==> config.mk <==
export PLATFORM = sky130hd
export DESIGN_NAME = gpio_register_block_unit
export DESIGN_NICKNAME = d
export VERILOG_FILES = /design/src/hw/rtl/gpio_pkg.sv /design/src/hw/rtl/gpio_register_block_unit.sv
export SDC_FILE = /design/constraint.sdc
export NUM_CORES = 1
export LEC_CHECK = 0
export ABC_AREA = 1
export BUFFER_PORTS_ARGS = -buffer_cell sky130_fd_sc_hd__buf_2
export CAP_MARGIN = 20
export CORE_AREA = 2 2 242 303
export CTS_CLUSTER_DIAMETER = 40
export CTS_CLUSTER_SIZE = 30
export DETAILED_ROUTE_END_ITERATION = 7
export DIE_AREA = 0 0 244 305
export GPL_TIMING_DRIVEN = 0
export PLACE_DENSITY_LB_ADDON = 0.08
export SKIP_CTS_REPAIR_TIMING = 1
export SLEW_MARGIN = 40
export SYNTH_ARGS = -nofsm -noshare
export SYNTH_HDL_FRONTEND = slang
export SYNTH_SLANG_ARGS = --single-unit
==> constraint.sdc <==
create_clock -name i_clk -period 10.36 [get_ports i_clk]
set_clock_uncertainty 0.2 [all_clocks]
set_input_delay 1.036 -clock i_clk [delete_from_list [all_inputs] [get_ports i_clk]]
set_output_delay 1.036 -clock i_clk [all_outputs]
set_load 0.01 [all_outputs]
==> src/hw/rtl/gpio_pkg.sv <==
// -----------------------------------------------------------------------------
// GPIO package
// Sizes, register word addresses and field codes of the GPIO register block.
// -----------------------------------------------------------------------------
package gpio_pkg;

    // Number of pins in the bank (1 to 64).
    localparam int NUM_PINS = 54;

    // Function select words: 3 bits per pin, 10 pins per word.
    localparam int FSEL_WORDS = 7;
    localparam int FSEL_BITS  = 3;
    localparam int FSEL_SLOTS = 10;

    // Request packing on the input stream.
    localparam int IN_BITS     = 6 + 32 + NUM_PINS;
    localparam int IN_TDATA_W  = ((IN_BITS + 7) / 8) * 8;

    // Result packing on the output stream.
    localparam int OUT_DRV_LSB = 32;
    localparam int OUT_OE_LSB  = OUT_DRV_LSB + NUM_PINS;
    localparam int OUT_PU_LSB  = OUT_OE_LSB + NUM_PINS;
    localparam int OUT_PD_LSB  = OUT_PU_LSB + NUM_PINS;
    localparam int OUT_BITS    = OUT_PD_LSB + NUM_PINS;
    localparam int OUT_TDATA_W = ((OUT_BITS + 7) / 8) * 8;

    // Register word addresses (byte offset divided by four).
    localparam logic [5:0] ADDR_SET0    = 6'd7;
    localparam logic [5:0] ADDR_CLR0    = 6'd10;
    localparam logic [5:0] ADDR_LEV0    = 6'd13;
    localparam logic [5:0] ADDR_LEV1    = 6'd14;
    localparam logic [5:0] ADDR_PUD     = 6'd37;
    localparam logic [5:0] ADDR_PUDCLK0 = 6'd38;

    // Access kinds.
    localparam logic CMD_READ  = 1'b0;
    localparam logic CMD_WRITE = 1'b1;

    // Field codes.
    localparam logic [2:0] FSEL_OUTPUT = 3'b001;
    localparam logic [1:0] PULL_DOWN   = 2'b01;
    localparam logic [1:0] PULL_UP     = 2'b10;

    typedef logic [FSEL_BITS-1:0] t_fsel;
    typedef logic [1:0]           t_pull;
    typedef logic [NUM_PINS-1:0]  t_pins;

endpackage

==> src/hw/rtl/gpio_register_block_unit.sv <==
// Flow: a request accepted into the input register moves on into the result
// register when the pipeline advances, and its result is then on the output.
// Throughput: one request per cycle; the input register and the result register
// form a two-stage pipeline that advances whenever the result register is free
// or being taken.
// Reset: synchronous, active low; all pins become inputs, drive latches and pull
// settings clear, and both pipeline registers empty.
// -----------------------------------------------------------------------------
// GPIO register block unit
// Word-addressed GPIO controller: function select, set, clear, level and pull
// registers, one bus access per stream request.
// -----------------------------------------------------------------------------
module gpio_register_block_unit (
    input  logic                                i_clk,
    input  logic                                i_rst_n,
    input  logic                                s_axis_tvalid,
    output logic                                s_axis_tready,
    // From bit 0: word_address[5:0], write_data[31:0], pin_levels, zero pad.
    input  logic [gpio_pkg::IN_TDATA_W-1:0]     s_axis_tdata,
    // From bit 0: command.
    input  logic                                s_axis_tuser,
    output logic                                m_axis_tvalid,
    input  logic                                m_axis_tready,
    // From bit 0: read_data[31:0], pin_drive, pin_output_enable, pin_pull_up,
    // pin_pull_down, zero pad.
    output logic [gpio_pkg::OUT_TDATA_W-1:0]    m_axis_tdata
);

    // Input register.
    logic                  r_in_valid;
    logic                  r_cmd;
    logic [5:0]            r_addr;
    logic [31:0]           r_wdata;
    gpio_pkg::t_pins       r_levels;

    // Block state.
    gpio_pkg::t_fsel       r_fsel [gpio_pkg::NUM_PINS];
    gpio_pkg::t_pull       r_pull [gpio_pkg::NUM_PINS];
    gpio_pkg::t_pins       r_drive;
    gpio_pkg::t_pull       r_pull_ctl;

    gpio_pkg::t_fsel       n_fsel [gpio_pkg::NUM_PINS];
    gpio_pkg::t_pull       n_pull [gpio_pkg::NUM_PINS];
    gpio_pkg::t_pins       n_drive;
    gpio_pkg::t_pull       n_pull_ctl;

    // Result register.
    logic                  r_out_valid;
    logic [31:0]           r_rdata;
    gpio_pkg::t_pins       r_out_drv;
    gpio_pkg::t_pins       r_out_oe;
    gpio_pkg::t_pins       r_out_pu;
    gpio_pkg::t_pins       r_out_pd;

    logic [31:0]           n_rdata;
    gpio_pkg::t_pins       n_oe;
    gpio_pkg::t_pins       n_pu;
    gpio_pkg::t_pins       n_pd;

    logic                  w_adv;
    logic                  w_wr;
    logic [31:0]           w_fsel_word [gpio_pkg::FSEL_WORDS];
    gpio_pkg::t_pins       w_oe_cur;
    logic [63:0]           w_lev64;

    // The pipeline advances when the result register is empty or being taken.
    assign w_adv         = !r_out_valid || m_axis_tready;
    assign s_axis_tready = !r_in_valid || w_adv;
    assign w_wr          = r_in_valid && w_adv && (r_cmd == gpio_pkg::CMD_WRITE);

    // Input register load.
    always_ff @(posedge i_clk) begin
        if (!i_rst_n) begin
            r_in_valid <= 1'b0;
        end else if (s_axis_tready) begin
            r_in_valid <= s_axis_tvalid;
        end
    end

    always_ff @(posedge i_clk) begin
        if (s_axis_tvalid && s_axis_tready) begin
            r_cmd    <= s_axis_tuser;
            r_addr   <= s_axis_tdata[5:0];
            r_wdata  <= s_axis_tdata[37:6];
            r_levels <= s_axis_tdata[38 +: gpio_pkg::NUM_PINS];
        end
    end

    // Write decode: pull control word, and per-pin function select, set, clear and pull clock words.
    always_comb begin
        n_drive    = r_drive;
        n_pull_ctl = r_pull_ctl;
        if (w_wr && (r_addr == gpio_pkg::ADDR_PUD)) begin
            n_pull_ctl = r_wdata[1:0];
        end
        for (int p = 0; p < gpio_pkg::NUM_PINS; p++) begin
            n_fsel[p] = r_fsel[p];
            n_pull[p] = r_pull[p];
            if (w_wr && (r_addr == 6'(p / 10))) begin
                n_fsel[p] = r_wdata[gpio_pkg::FSEL_BITS * (p % 10) +: gpio_pkg::FSEL_BITS];
            end
            if (w_wr && (r_addr == gpio_pkg::ADDR_SET0 + 6'(p / 32)) && r_wdata[p % 32]) begin
                n_drive[p] = 1'b1;
            end
            if (w_wr && (r_addr == gpio_pkg::ADDR_CLR0 + 6'(p / 32)) && r_wdata[p % 32]) begin
                n_drive[p] = 1'b0;
            end
            if (w_wr && (r_addr == gpio_pkg::ADDR_PUDCLK0 + 6'(p / 32))
                    && r_wdata[p % 32]) begin
                n_pull[p] = r_pull_ctl;
            end
        end
    end

    // Pin-side views of the current and the updated state.
    always_comb begin
        for (int w = 0; w < gpio_pkg::FSEL_WORDS; w++) begin
            w_fsel_word[w] = '0;
        end
        for (int p = 0; p < gpio_pkg::NUM_PINS; p++) begin
            w_fsel_word[p / 10][gpio_pkg::FSEL_BITS * (p % 10) +: gpio_pkg::FSEL_BITS] =
                r_fsel[p];
            w_oe_cur[p] = (r_fsel[p] == gpio_pkg::FSEL_OUTPUT);
            n_oe[p]     = (n_fsel[p] == gpio_pkg::FSEL_OUTPUT);
            n_pu[p]     = (n_pull[p] == gpio_pkg::PULL_UP);
            n_pd[p]     = (n_pull[p] == gpio_pkg::PULL_DOWN);
        end
    end

    // Output pins read their latch, all other pins their external level.
    assign w_lev64 = 64'((r_drive & w_oe_cur) | (r_levels & ~w_oe_cur));

    // Read data mux; writes return zero.
    always_comb begin
        n_rdata = '0;
        if (r_cmd == gpio_pkg::CMD_READ) begin
            case (r_addr)
                gpio_pkg::ADDR_LEV0: n_rdata = w_lev64[31:0];
                gpio_pkg::ADDR_LEV1: n_rdata = w_lev64[63:32];
                gpio_pkg::ADDR_PUD:  n_rdata = {30'd0, r_pull_ctl};
                default: begin
                    if (r_addr < 6'(gpio_pkg::FSEL_WORDS)) begin
                        n_rdata = w_fsel_word[r_addr[2:0]];
                    end
                end
            endcase
        end
    end

    // State update.
    always_ff @(posedge i_clk) begin
        if (!i_rst_n) begin
            r_drive    <= '0;
            r_pull_ctl <= '0;
            for (int p = 0; p < gpio_pkg::NUM_PINS; p++) begin
                r_fsel[p] <= '0;
                r_pull[p] <= '0;
            end
        end else if (w_wr) begin
            r_drive    <= n_drive;
            r_pull_ctl <= n_pull_ctl;
            for (int p = 0; p < gpio_pkg::NUM_PINS; p++) begin
                r_fsel[p] <= n_fsel[p];
                r_pull[p] <= n_pull[p];
            end
        end
    end

    // Result register.
    always_ff @(posedge i_clk) begin
        if (!i_rst_n) begin
            r_out_valid <= 1'b0;
        end else if (w_adv) begin
            r_out_valid <= r_in_valid;
        end
    end

    always_ff @(posedge i_clk) begin
        if (r_in_valid && w_adv) begin
            r_rdata   <= n_rdata;
            r_out_drv <= n_drive;
            r_out_oe  <= n_oe;
            r_out_pu  <= n_pu;
            r_out_pd  <= n_pd;
        end
    end

    // Result packing.
    assign m_axis_tvalid = r_out_valid;

    always_comb begin
        m_axis_tdata = '0;
        m_axis_tdata[31:0] = r_rdata;
        m_axis_tdata[gpio_pkg::OUT_DRV_LSB +: gpio_pkg::NUM_PINS] = r_out_drv;
        m_axis_tdata[gpio_pkg::OUT_OE_LSB +: gpio_pkg::NUM_PINS]  = r_out_oe;
        m_axis_tdata[gpio_pkg::OUT_PU_LSB +: gpio_pkg::NUM_PINS]  = r_out_pu;
        m_axis_tdata[gpio_pkg::OUT_PD_LSB +: gpio_pkg::NUM_PINS]  = r_out_pd;
    end

endmodule

**After elaboration in Yosys (flattened, before gate mapping)**

Memory sizes are Yosys's and may differ from the RTL's.
Index checks and enable logic that the tools add are counted.

- Flip-flop bits (word level): 399
- Latch bits: 0
- Memory bits (writable): 270
- ROM bits: 0
- Input port bits: 101
- Output and inout port bits: 250
- Logic and storage cells: 877
- Memories: 2

Memory list:

| name | depth | width | rd ports | clocked after Yosys merged registers in | wr ports | line | source |
|---|---|---|---|---|---|---|---|
| r_fsel | 54 | 3 | 54 | 0 | 54 | gpio_register_block_unit.sv:37 | `gpio_pkg::t_fsel r_fsel [gpio_pkg::NUM_PINS];` |
| r_pull | 54 | 2 | 54 | 0 | 54 | gpio_register_block_unit.sv:38 | `gpio_pkg::t_pull r_pull [gpio_pkg::NUM_PINS];` |

- Add/sub/neg operators: 0
- Multipliers: 0
- Divide/modulo/power cells: 0
- $lt $le $gt $ge: 2
- Equality and inequality tests: 230
- Shift-type cells: 0
- Mux-type cells: 333
- Bitwise logic cells: 113
- Reductions and logical operators: 184

Operators by type and width:

| operator | number |
|---|---|
| equality test 3 x 1 -> 1 bit, second input constant | 108 |
| 2-to-1 mux 3 bit | 108 |
| 2-to-1 mux 2 bit | 108 |
| logical AND 1 bit | 178 |
| 2-to-1 mux 1 bit | 112 |
| equality test 2 x 1 -> 1 bit, second input constant | 54 |
| equality test 2 bit, second input constant | 54 |
| bitwise OR 1 bit | 108 |
| binary-select mux 32 bit (select 3 bit) | 1 |
| 2-to-1 mux 32 bit | 3 |
| one-hot mux 32 bit (3 select lines) | 1 |
| AND 54 x 64 -> 64 bit | 1 |
| NOT 54 -> 64 bit | 1 |
| bitwise OR 54 x 64 -> 64 bit | 1 |
| AND 54 bit | 1 |
| equality test 6 x 4 -> 1 bit, second input constant | 5 |
| equality test 6 x 3 -> 1 bit, second input constant | 3 |
| equality test 6 bit, second input constant | 3 |
| equality test 6 x 2 -> 1 bit, second input constant | 2 |
| equality test 6 x 1 -> 1 bit, second input constant | 1 |
| zero test 6 bit | 1 |
| < comparator 6 x 3 -> 1 bit, second input constant | 1 |
| >= comparator 4 bit, second input constant | 1 |
| NOT 3 -> 4 bit | 1 |
| 3 further kinds | 5 |

**Depth between registers and ports, before layout**

- Word-level depth: 8
- Gate-level depth with buffers: 12
- Gate-level depth less buffers: 9

**Least setup slack after synthesis**

Ideal clock, no wire load.

- Kind: input to register
- From: input port m_axis_tready
- To: memory r_fsel[0][0] in the netlist's numbering, enable pin
- Library setup time: 2036 ps
- Arrival: 6187 ps
- Required time: 8124 ps
- Setup slack: 1937 ps
- Stages: 6
- Cells stage by stage: inv_1 > nand2_2 > nand3_4 > buf_4 > clkbuf_1 > nand2_1

RTL lines:

| what | line | source |
|---|---|---|
| from (decl) | gpio_register_block_unit.sv:23 | `input logic m_axis_tready,` |
| to (decl) | gpio_register_block_unit.sv:37 |  |

==> out/qor.txt <==
Status: finished, final reports clean
Detailed router's first-iteration violation count: 2809
Simple-gate share of the synthesized area: 0.2484
R2R depth: 8
Area share of xor/xnor cells in the synthesized design: 0
# rows: 110
Max Clk Rate: 0.3037 GHz
FILL cells: 6682
Maximum number of pins on one net before global-route repair: 77
Num CTS Buffers: 101
Die span in y: 305 um
Largest family of logic cells by synthesized area: simple AND/OR/NAND/NOR gates
Post-Syn Area: 31900 um^2
Initial core utilization: 0.4449
Critical path endpoint: r_fsel[0][8]
Worst slew pin tran: 0.9528 ns
Die area: 74420 um^2
VDD IR max: 0.1231 mV
Synth Flop Type: edfxtp_1
Cells after synthesis: 3462
R2R setup slack: 7.08 ns
Worst Path Required: 10.55 ns
Initial antenna violation count: 3
Clock Latency Late Sink: 0.68 ns
TritonCTS clock tree: yes
Synth cell count leaders: 963 x nand2_1, 611 x edfxtp_1, 598 x nor2_1, 376 x inv_1, 313 x o21ai_0
First-pass GRT wire length: 167.5 mm
# H-tree levels: 3
Final Util: 0.5419
Synth top area cells: edfxtp_1 58%, nand2_1 11%, nor2_1 7.0%
Root buf cell: clkbuf_16
Fraction of layout cells with a size suffix above 1: 0.1703
Net count, final: 4025
Adder-Cell Fraction of Synth Area: 0
Post-synth EDFFs: 611
CTS Sinks: 669
Hold Vio Cnt, Final: 0
Yosys cell types: 31
Port Buffers: 346
Post-Route WL: 119.4 mm
Async set or reset register ratio after synthesis: 0
R2R Path End: r_fsel[0][8]
Pleak: 16.31 nW
Ys Warns: 0
Max-cap viol count: 0
Grt ovf: 0
RSZ-0062 raised after global routing: false
Top cell type's share of synthesized area: 0.5751
Final Critical Period: 3.292 ns
Worst-path clk slew: 0.06 ns
Register area share after synthesis: 0.6115
Startpoint Class: primary input
PwrDens: 191.8 nW/um^2
Tot GR Track Use: 0.3155
Mux contribution to synthesized area: 0
Core Area: 71710 um^2
Seq cells post-synth: 669
Final setup viols: 0
Crit-path slowest cell: clkbuf_1
Die X: 244 um
Most common cell in the netlist: nand2_1
CP peak stage delay: 0.59 ns
Vias/cell: 5.342
Vias in the first global route: 24820
Crit path kind: primary input to flop
Worst-path cell chain: buf_2 > inv_1 > nand2_2 > nand3_4 > buf_4 > clkbuf_1 > nand2_4 > buf_12 > buf_12 > buf_12
R2R Path Start: r_cmd
Worst min-delay path startpoint: s_axis_tdata[47]
DP HPWL: 87.14 mm
Syn nets: 3563
Post-DRT Antenna Nets: 0
Top cell by count, worst path: buf_12
Clk buf depth: 3
CP Launch Point: m_axis_tready
CP Capture Type: flop
DRC viols: 0
Slew margin rel.: 0.3648
Final Max Slew Viols: 0
Average cell area after synthesis: 9.214 um^2
Layout overhead on the synthesized area: 21.82%
Drt pass-1 iters: 6
Drt wl/cell: 24.05 um
Cell taking the most area after synthesis: edfxtp_1
GPL Wtd Cong: 1.009
Worst hold path type: primary input to flop
Max FO, Critical Path: 36
Ports: 351
Vias: 26520
Post-synthesis compound-gate area fraction: 0.07189
Final Power: 0.007454 W
Worst Path Arrival: 3.48 ns
Final period util: 0.3178
==> metrics by stage <==
step | std cells | hold WS (ns) | TNS, ns | setup WS [ns] | cell area (um^2)
2_1_floorplan | 3462 | 0.2837 | 0 | 1.937 | 31900
3_3_place_gp | 4760 | 0.3257 | -670.62 | -2.501 | 34820
3_5_place_dp | 4773 | 0.3521 | 0 | 6.460 | 35140
4_1_cts | 4963 | 0.3059 | 0 | 7.130 | 38860
5_1_grt | 4963 | 0.3172 | 0 | 7.031 | 38860
6_report | 4964 | 0.3280 | 0 | 7.068 | 38860
==> critical path, delay by kind of cell <==
kind	cells	cell delay, ns
and+or+nand+nor	3	0.66
buffers and inverters	7	1.70
==> state kept, by name (all words and copies together) (netlist names) <==
| signal | count |
|---|---|
| m_axis_tvalid | 1 |
| r_addr | 6 |
| r_cmd | 1 |
| r_drive | 54 |
| r_fsel | 162 |
| r_in_valid | 1 |
| r_levels | 54 |
| r_out_drv | 54 |
| r_out_oe | 54 |
| r_out_pd | 54 |
| r_out_pu | 54 |
| r_pull | 108 |
| r_pull_ctl | 2 |
| r_rdata | 32 |
| r_wdata | 32 |
==> worst min path at each step <==
stage	end	depth (start not counted)	slack, ns
2_1_floorplan	r_drive[33]	2	0.28
3_3_place_gp	m_axis_tvalid	2	0.33
3_5_place_dp	r_drive[33]	2	0.35
4_1_cts	r_levels[40]	1	0.31
5_1_grt	r_levels[40]	1	0.32
6_report	r_levels[9]	1	0.33
==> cell type report <==
cell class / count / area, um^2 / share of cell area
Antenna cell: 1 / 2.502 / 0.00006440
Buffer: 150 / 733.2 / 0.01887
Clock buffer: 111 / 2691 / 0.06926
Clock inverter: 79 / 1025 / 0.02637
Inverter: 384 / 1461 / 0.03761
Multi-Input combinational cell: 2259 / 10230 / 0.2632
Sequential cell: 669 / 19510 / 0.5020
Tap cell: 952 / 1191 / 0.03065
Timing Repair Buffer: 359 / 2017 / 0.05190
==> power breakdown <==
group | leakage (nW) | internal [W] | switching, W
Combinational | 7.99 | 0.000155 | 0.000415
Sequential | 6.52 | 0.00311 | 0.0000990
Clock | 1.80 | 0.00221 | 0.00146
==> cell usage in the layout (no fill, tap or decap), types with 6 or more instances in the layout <==
| cell type | Yosys | routed |
|---|---|---|
| o21ai_0 | 313 | 313 |
| bufinv_16 | 0 | 10 |
| a21oi_1 | 49 | 49 |
| nand4_1 | 49 | 49 |
| nor2_1 | 598 | 598 |
| and2_1 | 10 | 10 |
| edfxtp_1 | 611 | 611 |
| buf_8 | 5 | 6 |
| buf_4 | 11 | 11 |
| nor2_2 | 8 | 8 |
| nand3_1 | 101 | 101 |
| clkbuf_16 | 0 | 106 |
| buf_2 | 37 | 383 |
| clkinv_8 | 0 | 12 |
| clkbuf_1 | 76 | 76 |
| inv_1 | 376 | 374 |
| inv_8 | 0 | 16 |
| nand2_1 | 963 | 962 |
| nor3_1 | 22 | 22 |
| o21ai_1 | 56 | 56 |
| o21bai_1 | 24 | 24 |
| clkinv_4 | 0 | 6 |
| clkinvlp_4 | 0 | 6 |
| dfxtp_1 | 58 | 58 |
| buf_12 | 0 | 8 |
| buf_1 | 18 | 18 |
| nand3_4 | 51 | 51 |
| inv_2 | 6 | 6 |
| inv_6 | 1 | 24 |
==> kinds of logic after synthesis <==
family | Yosys count
and+or+nand+nor | 1814
AOI/OAI and AO/OA | 445
DFF | 669
buffers and inverters | 534
==> metal layers <==
metal | vias up | GRT usage | part of all wire
li1 | 12340 | - | -
met5 | - | 0 | 0.00018
met1 | 12460 | 0.3830 | 0.38
met3 | 381 | 0.06155 | 0.083
met4 | 4 | 0.2194 | 0.079
met2 | 1334 | 0.5058 | 0.46
No activity file was read; power rests on OpenSTA's default activity.
